## src/rtl/core/sui_pkg.sv

```systemverilog
// package for the sorted unique integer list
// sizes, action and status codes, and the control and flag types shared by the cell row
// no dependencies
`default_nettype none

package sui_pkg;

  localparam int unsigned DEPTH = 16;
  localparam int unsigned CW = $clog2(DEPTH + 1);
  localparam int unsigned AW = $clog2(DEPTH);
  localparam int unsigned VW = 32;
  localparam int unsigned IW = 4;
  localparam int unsigned FW = 5;
  localparam int unsigned IN_TDATA_W = 40;
  localparam int unsigned OUT_TDATA_W = 48;

  typedef enum logic [1:0] {
    ACT_INSERT,
    ACT_APPEND,
    ACT_READ,
    ACT_CLEAR
  } action_e;

  typedef enum logic [1:0] {
    STS_DONE,
    STS_DUP,
    STS_FULL,
    STS_RANGE
  } status_e;

  typedef struct packed {
    logic live;
    logic shift;
    logic load;
  } cell_ctl_t;

  typedef struct packed {
    logic hit;
    logic eq;
  } cell_flag_t;

endpackage

`default_nettype wire

```

## src/rtl/core/sorted_unique_int_list.sv

```systemverilog
// top level of the sorted unique integer list: control sequencer and a row of sui_cell
// depends on sui_pkg and sui_cell
//
//   channel   direction  tuser            tdata
//   s_axis    in         action           value, index
//   m_axis    out        status           count, read_value, position
//
// an insert scans the cell row between accept and result until it reaches p, the slot found
// (at most the entry count): a scan token walks the cell row one cell per cycle
// append, read and clear go to the final step at once; one word is in work at a time
// the result register lets the next word be accepted while a result waits
// a stalled result holds the sequencer in its final step; reset empties the list
`default_nettype none

module sorted_unique_int_list (
  input  wire logic                                 clk_i,
  input  wire logic                                 rst_ni,
  input  wire logic                                 s_axis_tvalid,
  output logic                                      s_axis_tready,
  input  wire logic [sui_pkg::IN_TDATA_W-1:0]       s_axis_tdata,  // value, index
  input  wire logic [1:0]                           s_axis_tuser,  // action
  output logic                                      m_axis_tvalid,
  input  wire logic                                 m_axis_tready,
  output logic [sui_pkg::OUT_TDATA_W-1:0]           m_axis_tdata,  // count, read_value, position
  output logic [1:0]                                m_axis_tuser   // status
);
  import sui_pkg::*;

  typedef enum logic [1:0] {
    S_IDLE,
    S_SCAN,
    S_FINISH
  } state_e;

  state_e        state_q, state_d;
  action_e       act_q, act_d;
  logic [VW-1:0] val_q, val_d;
  logic [IW-1:0] idx_q, idx_d;
  logic [CW-1:0] pos_q, pos_d;
  logic [CW-1:0] count_q, count_d;
  logic          dup_q, dup_d;
  logic          start_q, start_d;
  logic          m_valid_q, m_valid_d;

  status_e       res_status;
  logic [CW-1:0] res_count;
  logic [VW-1:0] res_rdv;
  logic [FW-1:0] res_pos;
  status_e       status_q;
  logic [FW-1:0] ocount_q;
  logic [VW-1:0] rdv_q;
  logic [FW-1:0] opos_q;

  logic          s_fire;
  logic          fin;
  logic          full;
  logic          do_ins;
  logic          do_app;
  logic          hit_any;
  logic          eq_any;
  logic [AW+IW-1:0] idx_ext;
  logic [AW-1:0] rd_addr;
  logic          in_range;

  logic [VW-1:0] entry_v [DEPTH];
  logic [DEPTH:0] tok_v;
  cell_ctl_t     ctl_v   [DEPTH];
  cell_flag_t    flag_v  [DEPTH];
  logic [DEPTH-1:0] hit_v;
  logic [DEPTH-1:0] eq_v;

  assign tok_v[0] = start_q;

  for (genvar k = 0; k < DEPTH; k++) begin : g_cell
    always_comb begin
      ctl_v[k].live  = CW'(k) < count_q;
      ctl_v[k].shift = fin & do_ins & (CW'(k) > pos_q);
      ctl_v[k].load  = fin & ((do_ins & (CW'(k) == pos_q)) | (do_app & (CW'(k) == count_q)));
    end
    assign hit_v[k] = flag_v[k].hit;
    assign eq_v[k]  = flag_v[k].eq;

    sui_cell u_cell (
      .clk_i   (clk_i),
      .rst_ni  (rst_ni),
      .value_i (val_q),
      .scan_i  (state_q == S_SCAN),
      .ctl_i   (ctl_v[k]),
      .tok_i   (tok_v[k]),
      .left_i  ((k == 0) ? val_q : entry_v[(k == 0) ? 0 : k - 1]),
      .entry_o (entry_v[k]),
      .tok_o   (tok_v[k+1]),
      .flag_o  (flag_v[k])
    );
  end

  assign hit_any = |hit_v;
  assign eq_any  = |eq_v;

  assign s_axis_tready = state_q == S_IDLE;
  assign s_fire        = s_axis_tvalid & s_axis_tready;
  assign fin           = (state_q == S_FINISH) & (~m_valid_q | m_axis_tready);
  assign full          = count_q == CW'(DEPTH);
  assign do_ins        = (act_q == ACT_INSERT) & ~dup_q & ~full;
  assign do_app        = (act_q == ACT_APPEND) & ~full;
  assign idx_ext       = (AW+IW)'(idx_q);
  assign rd_addr       = idx_ext[AW-1:0];
  assign in_range      = idx_ext < (AW+IW)'(count_q);

  // result of the word in its final step
  always_comb begin
    res_status = STS_DONE;
    res_count  = count_q;
    res_rdv    = '0;
    res_pos    = '0;
    case (act_q)
      ACT_INSERT: begin
        if (dup_q) begin
          res_status = STS_DUP;
          res_pos    = FW'(pos_q);
        end else if (full) begin
          res_status = STS_FULL;
        end else begin
          res_pos   = FW'(pos_q);
          res_count = count_q + CW'(1);
        end
      end
      ACT_APPEND: begin
        if (full) begin
          res_status = STS_FULL;
        end else begin
          res_pos   = FW'(count_q);
          res_count = count_q + CW'(1);
        end
      end
      ACT_READ: begin
        if (in_range) begin
          res_rdv = entry_v[rd_addr];
          res_pos = FW'(idx_q);
        end else begin
          res_status = STS_RANGE;
        end
      end
      ACT_CLEAR: begin
        res_count = '0;
      end
      default: begin
        res_status = STS_DONE;
      end
    endcase
  end

  always_comb begin
    state_d   = state_q;
    act_d     = act_q;
    val_d     = val_q;
    idx_d     = idx_q;
    pos_d     = pos_q;
    count_d   = count_q;
    dup_d     = dup_q;
    start_d   = 1'b0;
    m_valid_d = m_valid_q & ~m_axis_tready;
    case (state_q)
      S_IDLE: begin
        if (s_fire) begin
          act_d = action_e'(s_axis_tuser);
          val_d = s_axis_tdata[VW-1:0];
          idx_d = s_axis_tdata[VW+IW-1:VW];
          pos_d = '0;
          dup_d = 1'b0;
          if (action_e'(s_axis_tuser) == ACT_INSERT) begin
            start_d = 1'b1;
            state_d = S_SCAN;
          end else begin
            state_d = S_FINISH;
          end
        end
      end
      S_SCAN: begin
        if (hit_any) begin
          dup_d   = eq_any;
          state_d = S_FINISH;
        end else if (pos_q == count_q) begin
          state_d = S_FINISH;
        end else begin
          pos_d = pos_q + CW'(1);
        end
      end
      S_FINISH: begin
        if (fin) begin
          count_d   = res_count;
          m_valid_d = 1'b1;
          state_d   = S_IDLE;
        end
      end
      default: begin
        state_d = S_IDLE;
      end
    endcase
  end

  always_ff @(posedge clk_i or negedge rst_ni) begin
    if (!rst_ni) begin
      state_q   <= S_IDLE;
      count_q   <= '0;
      start_q   <= 1'b0;
      m_valid_q <= 1'b0;
      dup_q     <= 1'b0;
      pos_q     <= '0;
    end else begin
      state_q   <= state_d;
      count_q   <= count_d;
      start_q   <= start_d;
      m_valid_q <= m_valid_d;
      dup_q     <= dup_d;
      pos_q     <= pos_d;
    end
  end

  always_ff @(posedge clk_i) begin
    act_q <= act_d;
    val_q <= val_d;
    idx_q <= idx_d;
    if (fin) begin
      status_q <= res_status;
      ocount_q <= FW'(res_count);
      rdv_q    <= res_rdv;
      opos_q   <= res_pos;
    end
  end

  assign m_axis_tvalid = m_valid_q;
  assign m_axis_tuser  = status_q;
  assign m_axis_tdata  = {(OUT_TDATA_W - FW - VW - FW)'(0), opos_q, rdv_q, ocount_q};

`ifndef SYNTH
  a_count_bound : assert property (@(posedge clk_i) disable iff (!rst_ni)
    count_q <= CW'(DEPTH))
    else $error("entry count beyond capacity");

  a_single_hit : assert property (@(posedge clk_i) disable iff (!rst_ni)
    $onehot0(hit_v))
    else $error("more than one cell hit");

  a_scan_bound : assert property (@(posedge clk_i) disable iff (!rst_ni)
    state_q == S_SCAN |-> pos_q <= count_q)
    else $error("scan position past entry count");

  a_result_from_finish : assert property (@(posedge clk_i) disable iff (!rst_ni)
    $rose(m_valid_q) |-> $past(state_q == S_FINISH))
    else $error("result raised outside final step");

  a_no_token_idle : assert property (@(posedge clk_i) disable iff (!rst_ni)
    state_q == S_IDLE |-> $countones(tok_v) == 0)
    else $error("scan token left while idle");
`endif

endmodule

`default_nettype wire

```

## src/rtl/core/sui_cell.sv

```systemverilog
// one cell of the list row: holds one entry and a scan token
// depends on sui_pkg
`default_nettype none

module sui_cell (
  input  wire logic                    clk_i,
  input  wire logic                    rst_ni,
  input  wire logic [sui_pkg::VW-1:0]  value_i,
  input  wire logic                    scan_i,
  input  wire sui_pkg::cell_ctl_t      ctl_i,
  input  wire logic                    tok_i,
  input  wire logic [sui_pkg::VW-1:0]  left_i,
  output logic [sui_pkg::VW-1:0]       entry_o,
  output logic                         tok_o,
  output sui_pkg::cell_flag_t          flag_o
);
  import sui_pkg::*;

  logic [VW-1:0] entry_q, entry_d;
  logic          tok_q, tok_d;
  logic          ge;
  logic          eq;
  logic          hit;

  always_comb begin
    ge      = $signed(entry_q) >= $signed(value_i);
    eq      = entry_q == value_i;
    hit     = tok_i & ctl_i.live & ge;
    tok_d   = scan_i & tok_i & ~hit;
    entry_d = entry_q;
    if (ctl_i.load) begin
      entry_d = value_i;
    end else if (ctl_i.shift) begin
      entry_d = left_i;
    end
  end

  always_ff @(posedge clk_i) begin
    entry_q <= entry_d;
  end

  always_ff @(posedge clk_i or negedge rst_ni) begin
    if (!rst_ni) begin
      tok_q <= 1'b0;
    end else begin
      tok_q <= tok_d;
    end
  end

  assign entry_o    = entry_q;
  assign tok_o      = tok_q;
  assign flag_o.hit = hit;
  assign flag_o.eq  = hit & eq;

endmodule

`default_nettype wire

```

## config.mk

```make
export PLATFORM = sky130hd
export DESIGN_NAME = sorted_unique_int_list
export DESIGN_NICKNAME = d
export VERILOG_FILES = /design/src/rtl/core/sui_pkg.sv /design/src/rtl/core/sorted_unique_int_list.sv /design/src/rtl/core/sui_cell.sv
export SDC_FILE = /design/constraint.sdc
export NUM_CORES = 2
export LEC_CHECK = 0
export BUFFER_PORTS_ARGS = -buffer_cell sky130_fd_sc_hd__buf_2
export CAP_MARGIN = 25
export CORE_UTILIZATION = 35
export CTS_CLUSTER_SIZE = 40
export DETAILED_ROUTE_END_ITERATION = 10
export PLACE_DENSITY = 0.47
export SLEW_MARGIN = 10
export SYNTH_ARGS = -nofsm -noshare
export SYNTH_HDL_FRONTEND = slang
export SYNTH_SLANG_ARGS = --single-unit
```

## constraint.sdc

```tcl
create_clock -name clk_i -period 5.5 [get_ports clk_i]
set_clock_uncertainty 0.2 [all_clocks]
set_input_delay 1.65 -clock clk_i [delete_from_list [all_inputs] [get_ports clk_i]]
set_output_delay 1.65 -clock clk_i [all_outputs]
set_load 0.005 [all_outputs]
```

== Word level (Yosys, flattened, before mapping) ==
Index checks and enable logic that the tools add are counted.
Widths: inputs -> output; s select.

* Input port bits: 46
* Register bits: 624
* Logic and storage cells: 436

* Reductions and logical operators: 30
* $add $sub $neg: 2
* Equality and inequality tests: 59
* $lt $le $gt $ge: 50
* Muxes and demuxes: 65
* Bitwise logic cells: 186

{| class="wikitable"
|+ Operator list
! kind !! count
|-
| $mux 32 || 34
|-
| $eq 32x32->1 || 16
|-
| $ge 32x32->1 || 16
|-
| $and 1x1->1 || 149
|-
| $bmux 32 s4 || 1
|-
| $eq 4x5->1 const A || 16
|-
| $eq 3x5->1 const A || 8
|-
| $gt 4x5->1 const A || 8
|-
| $lt 4x5->1 const A || 8
|-
| $mux 5 || 8
|-
| $reduce_bool 2->1 || 17
|-
| $reduce_or 16->1 || 2
|-
| $pmux 5 s3 || 2
|-
| $eq 2x5->1 const A || 4
|-
| $gt 3x5->1 const A || 4
|-
| $lt 3x5->1 const A || 4
|-
| $not 1->1 || 19
|-
| $or 1x1->1 || 17
|-
| $mux 2 || 8
|-
| $pmux 2 s3 || 2
|-
| $add 5x1->5 const B || 2
|-
| $eq 1x5->1 const A || 2
|-
| $gt 1x5->1 const A || 2
|-
| $gt 2x5->1 const A || 2
|-
| 21 further kinds || 41
|}

== Longest topological paths before layout ==
* Depth after elaboration: 7
* Depth in mapped cells: 14
* Mapped depth without buffers: 12

== By module ==
From an unflattened synthesis, not the netlist that was laid out.

* Cell total of the unflattened synthesis: 3857
* Area total of the unflattened synthesis: 45391.0 µm²

{| class="wikitable"
|+ Modules (own cells, without submodules)
! module !! times used !! cells each !! area an instance (µm²) !! seq. area each (µm²)
|-
| sui_cell || 16 || 199 || 2290.9 || 985.9
|-
| sorted_unique_int_list || 1 || 673 || 8735.9 || 2837.7
|}

== Worst setup path before layout ==
OpenSTA, ideal clock, no wires.

* Path kind: input-to-reg
* Start: in m_axis_tready
* End: reg g_cell[1].u_cell.entry_q[0] (enable)
* Stages on the path: 6
* Buffers on the path: 0
* Library setup time: 0.466 ns
* Required time: 4.834 ns
* Path slack: -0.209 ns
* Data arrival time: 5.043 ns
* Path through: nor2b_1 -> nor2_1 -> or4b_1 -> nor3_1 -> nand2_1 -> o21ai_0

* Cells in the longest elaborated chain, start to end: 5

{| class="wikitable"
|+ RTL lines
! what !! line !! source
|-
| start, declared || sorted_unique_int_list.sv:23 || <nowiki>input wire logic m_axis_tready,</nowiki>
|-
| $or 1x1->1 * || sorted_unique_int_list.sv:102 || <nowiki>assign fin = (state_q == S_FINISH) & (~m_valid_q | m_axis_tready);</nowiki>
|-
| $and 1x1->1 * || sorted_unique_int_list.sv:102 ||
|-
| $and 1x1->1 (2 in a row) || sorted_unique_int_list.sv:77 || <nowiki>ctl_v[k].shift = fin & do_ins & (CW'(k) > pos_q);</nowiki>
|-
| $reduce_bool 2->1 (no source line) * || - ||
|-
| end signal, assigned || sui_cell.sv:39 || <nowiki>entry_q <= entry_d;</nowiki>
|-
| end, declared || sui_cell.sv:19 || <nowiki>logic [VW-1:0] entry_q, entry_d;</nowiki>
|}

Every way passes the cells marked *; elsewhere a longest branch is shown, timed or not.
A chain may end at the register's enable or synchronous reset.

== Worst setup path in the final report ==
* Start: reg val_q[27]
* End: reg pos_q[3]

* Cells in the longest elaborated chain, start to end: 5

{| class="wikitable"
|+ RTL lines
! what !! line !! source
|-
| start, declared || sorted_unique_int_list.sv:37 || <nowiki>logic [VW-1:0] val_q, val_d;</nowiki>
|-
| start signal, assigned || sorted_unique_int_list.sv:222 || <nowiki>val_q <= val_d;</nowiki>
|-
| $ge 32x32->1 || sui_cell.sv:26 || <nowiki>ge = $signed(entry_q) >= $signed(value_i);</nowiki>
|-
| $and 1x1->1 || sui_cell.sv:28 || <nowiki>hit = tok_i & ctl_i.live & ge;</nowiki>
|-
| $reduce_or 16->1 * || sorted_unique_int_list.sv:97 || <nowiki>assign hit_any = |hit_v;</nowiki>
|-
| $ne 2x2->1 (no source line) * || - ||
|-
| $reduce_and 4->1 (no source line) * || - ||
|-
| end signal, assigned || sorted_unique_int_list.sv:216 || <nowiki>pos_q <= pos_d;</nowiki>
|-
| end, declared || sorted_unique_int_list.sv:39 || <nowiki>logic [CW-1:0] pos_q, pos_d;</nowiki>
|}

Marked as above.

==> flow_summary.ini <==
[layout]
fin_cells = 5217
drive_above_1_share_pct = 18.5
layout_common_cells = edfxtp_1, ha_1, nand2_1
areaGrowthSynthToFinish_pct = 14.4
num-fill-cells = 10943
layout_commonest_cell = edfxtp_1
nets = 4204

[die]
initial_utilization_pct = 35.4
die_width_um = 342
die_area_um2 = 117000
die_height_um = 342
rows = 124
placeableCoreArea_um2 = 115000
io_pins = 98

[global_routing]
grt_max_degree = 96
grt.total_usage_pct = 23.3
grt_overflow = 0
grt_pass1_vias = 28430
grt_pass1_wl_um = 196000
antenna_found_initial = 7

[sta]
period_needed_ns = 4.92
tns_ns = 0
clock.fmax_mhz = 203
hold_violations = 0
finalSetupViolations = 0
slew-limit-headroom_pct = 37.3
worst_pin_slew_ns = 0.940
slew_violations = 0
rsz0062_at_grt = no
min_period_over_period_pct = 89.4

[clock_network]
cts_sinks = 624
post_cts_resized = 0
clkTransAtPathRegs_ns = 0.06
root_buffer = clkbuf_16
cts_setup_buffers = 0
clock_path_buffers = 3
ctsHoldBuffers = 0
cts_inserted_buffers = 80
cts_tree = yes
clkLatencyLatePin_ns = 0.65
cts_htree_levels = 3

[routing]
num_vias = 29835
vias_per_cell = 5.72
antenna_left = 0
firstDrtPassIters = 8
post_drt_wl_per_cell_um = 26.4
drcViolationCount = 22
drt_iter0_drc = 2873
wl_um = 138000

[synth]
synthTopCellsByArea = edfxtp_1, ha_1, mux4_2, o21ai_0, nand2_1
ys_warn_count = 0
synthFlopType = edfxtp_1
yosys.area.top_type = edfxtp_1
seq_area_frac_synth_pct = 45.9
netlist.area_leader.share_pct = 44.0
yosysUniqueCellTypes = 75
synth_edf_count = 594
ys_ff_latch = 624
avgSynthCellArea_um2 = 11.6
synthesis.area_um2 = 40500
async_flop_share_pct = 4.81
syn_inst = 3492

[place]
port-buffer-count = 87
gp_congestion = 0.920
post-place-cells = 5065
hpwl_um = 105000

[critical_path]
rr_startpoint = val_q[27]$_DFFE_PP_
start_kind = flop
worst_ep_required_time_ns = 5.87
r2r_setup_slack_ns = 0.58
path_max_fanout = 15
r2r_end = pos_q[3]$_DFFE_PN0P_
end_kind = flop
ff2ff_path_depth = 12
critPathArrivalTime_ns = 5.28
worst-setup-path-type = flop to flop

[worst_hold_path]
hold_class = flop to flop
hold_depth = 2
holdPathEnd = g_cell[10].u_cell.tok_o$_DFF_PN0_
hold_start = g_cell[9].u_cell.tok_o$_DFF_PN0_

[pwr]
leakage_nw = 18.2
worst_ir_drop_vdd_mv = 0.215
p_per_area_nw_per_um2 = 373

[outcome]
violations = design-rule violations
status = finished, violations left

[run]
drv_cap = 0
[state kept, by name (all words and copies together), names as in the netlist, 4 cells and up]
name                   count
ocount_q                   5
rdv_q                     32
count_q                    5
pos_q                      5
g_cell.u_cell.entry_o    512
g_cell.u_cell.tok_o       15
opos_q                     5
val_q                     32
idx_q                      4
[final cells by class]
cell class	instances	area [µm²]	area share, %
inverters	88	330	0.712
multi-input cells	2607	21200	45.8
clock buffers	105	2200	4.75
repair buffers	235	1780	3.85
diodes	6	15.0	0.0324
clock inverters	40	339	0.731
flip-flops and latches	624	18600	40.1
well taps	1512	1890	4.08
[power breakdown]
group | total [mW] | switching (mW) | internal (mW) | leakage [nW]
Clock | 5.22 | 2.17 | 3.05 | 1.25
Sequential | 6.52 | 0.539 | 5.98 | 5.82
Combinational | 5.58 | 3.47 | 2.11 | 11.1
[metrics by stage]
| step | util [%] | setup slack (ns) | hold slack [ns] | area, µm² | total power, mW |
|---|---|---|---|---|---|
| finish | 40.5 | 0.584 | 0.294 | 46400 | 17.3 |
| global route | 40.4 | 0.441 | 0.321 | 46400 | 18.2 |
| CTS | 40.4 | 0.625 | 0.289 | 46300 | 17.4 |
| detailed placement | 38.2 | 0.643 | 0.277 | 43800 | 12.1 |
| global placement | 38.2 | 0.628 | 0.276 | 43800 | 12.1 |
| floorplan | - | 0.497 | 0.263 | 40600 | 9.69 |
[metal layers]
layer	global-route usage (%)	up-vias	part of all wire [%]
met1	33.5	14831	46
met5	0	-	0.026
met3	5.74	147	8.4
li1	-	13900	-
met2	34.4	951	43
met4	6.70	6	2.5
[worst max-delay path, stage by stage, from the launching register on]
cell and delay [ns]:
edfxtp_1 0.56, inv_1 0.47, ha_1 0.50, nand4_1 0.22, nor4_1 0.46, buf_4 0.23, o311a_1 0.33, a211oi_1 0.10
xor2_1 0.18, a21bo_2 0.29, or4_1 0.68, or4_1 0.52, o211ai_1 0.10
[worst max path at each step]
stage	start	to	slack [ns]	depth (start not counted)
final	val_q[27]$_DFFE_PP_	pos_q[3]$_DFFE_PN0P_	0.58	12
after CTS	val_q[19]$_DFFE_PP_	pos_q[3]$_DFFE_PN0P_	0.63	11
after floorplan	m_axis_tready	g_cell[0].u_cell.entry_o[0]$_DFFE_PP_	0.50	6
after global routing	val_q[19]$_DFFE_PP_	pos_q[3]$_DFFE_PN0P_	0.44	11
after detailed placement	val_q[19]$_DFFE_PP_	pos_q[3]$_DFFE_PN0P_	0.64	11
after global placement	val_q[19]$_DFFE_PP_	pos_q[3]$_DFFE_PN0P_	0.63	11
[cell usage after synthesis (all sizes together), types with 62 or more instances]
cell type  number
edfxtp        594
ha            522
nand2         507
o21ai         443
a21oi         203
mux4          160
clkbuf        143
mux2          136
nand4         110
inv            86
nor2           76
nand3          62
[cell families (layout without fill, tap and decap cells)]
group,Yosys count,after routing,share of synthesized area (%)
AOI/OAI and AO/OA,847,847,12.0
xor gates and xnor gates,10,10,0.216
adders and majority gates,522,522,16.1
buffers and inverters,266,468,2.55
DFF,624,624,45.9
muxes,300,300,12.8
other,1,12,0.00925
and+or+nand+nor,922,922,10.5
Power figures use the tool's default switching activity.
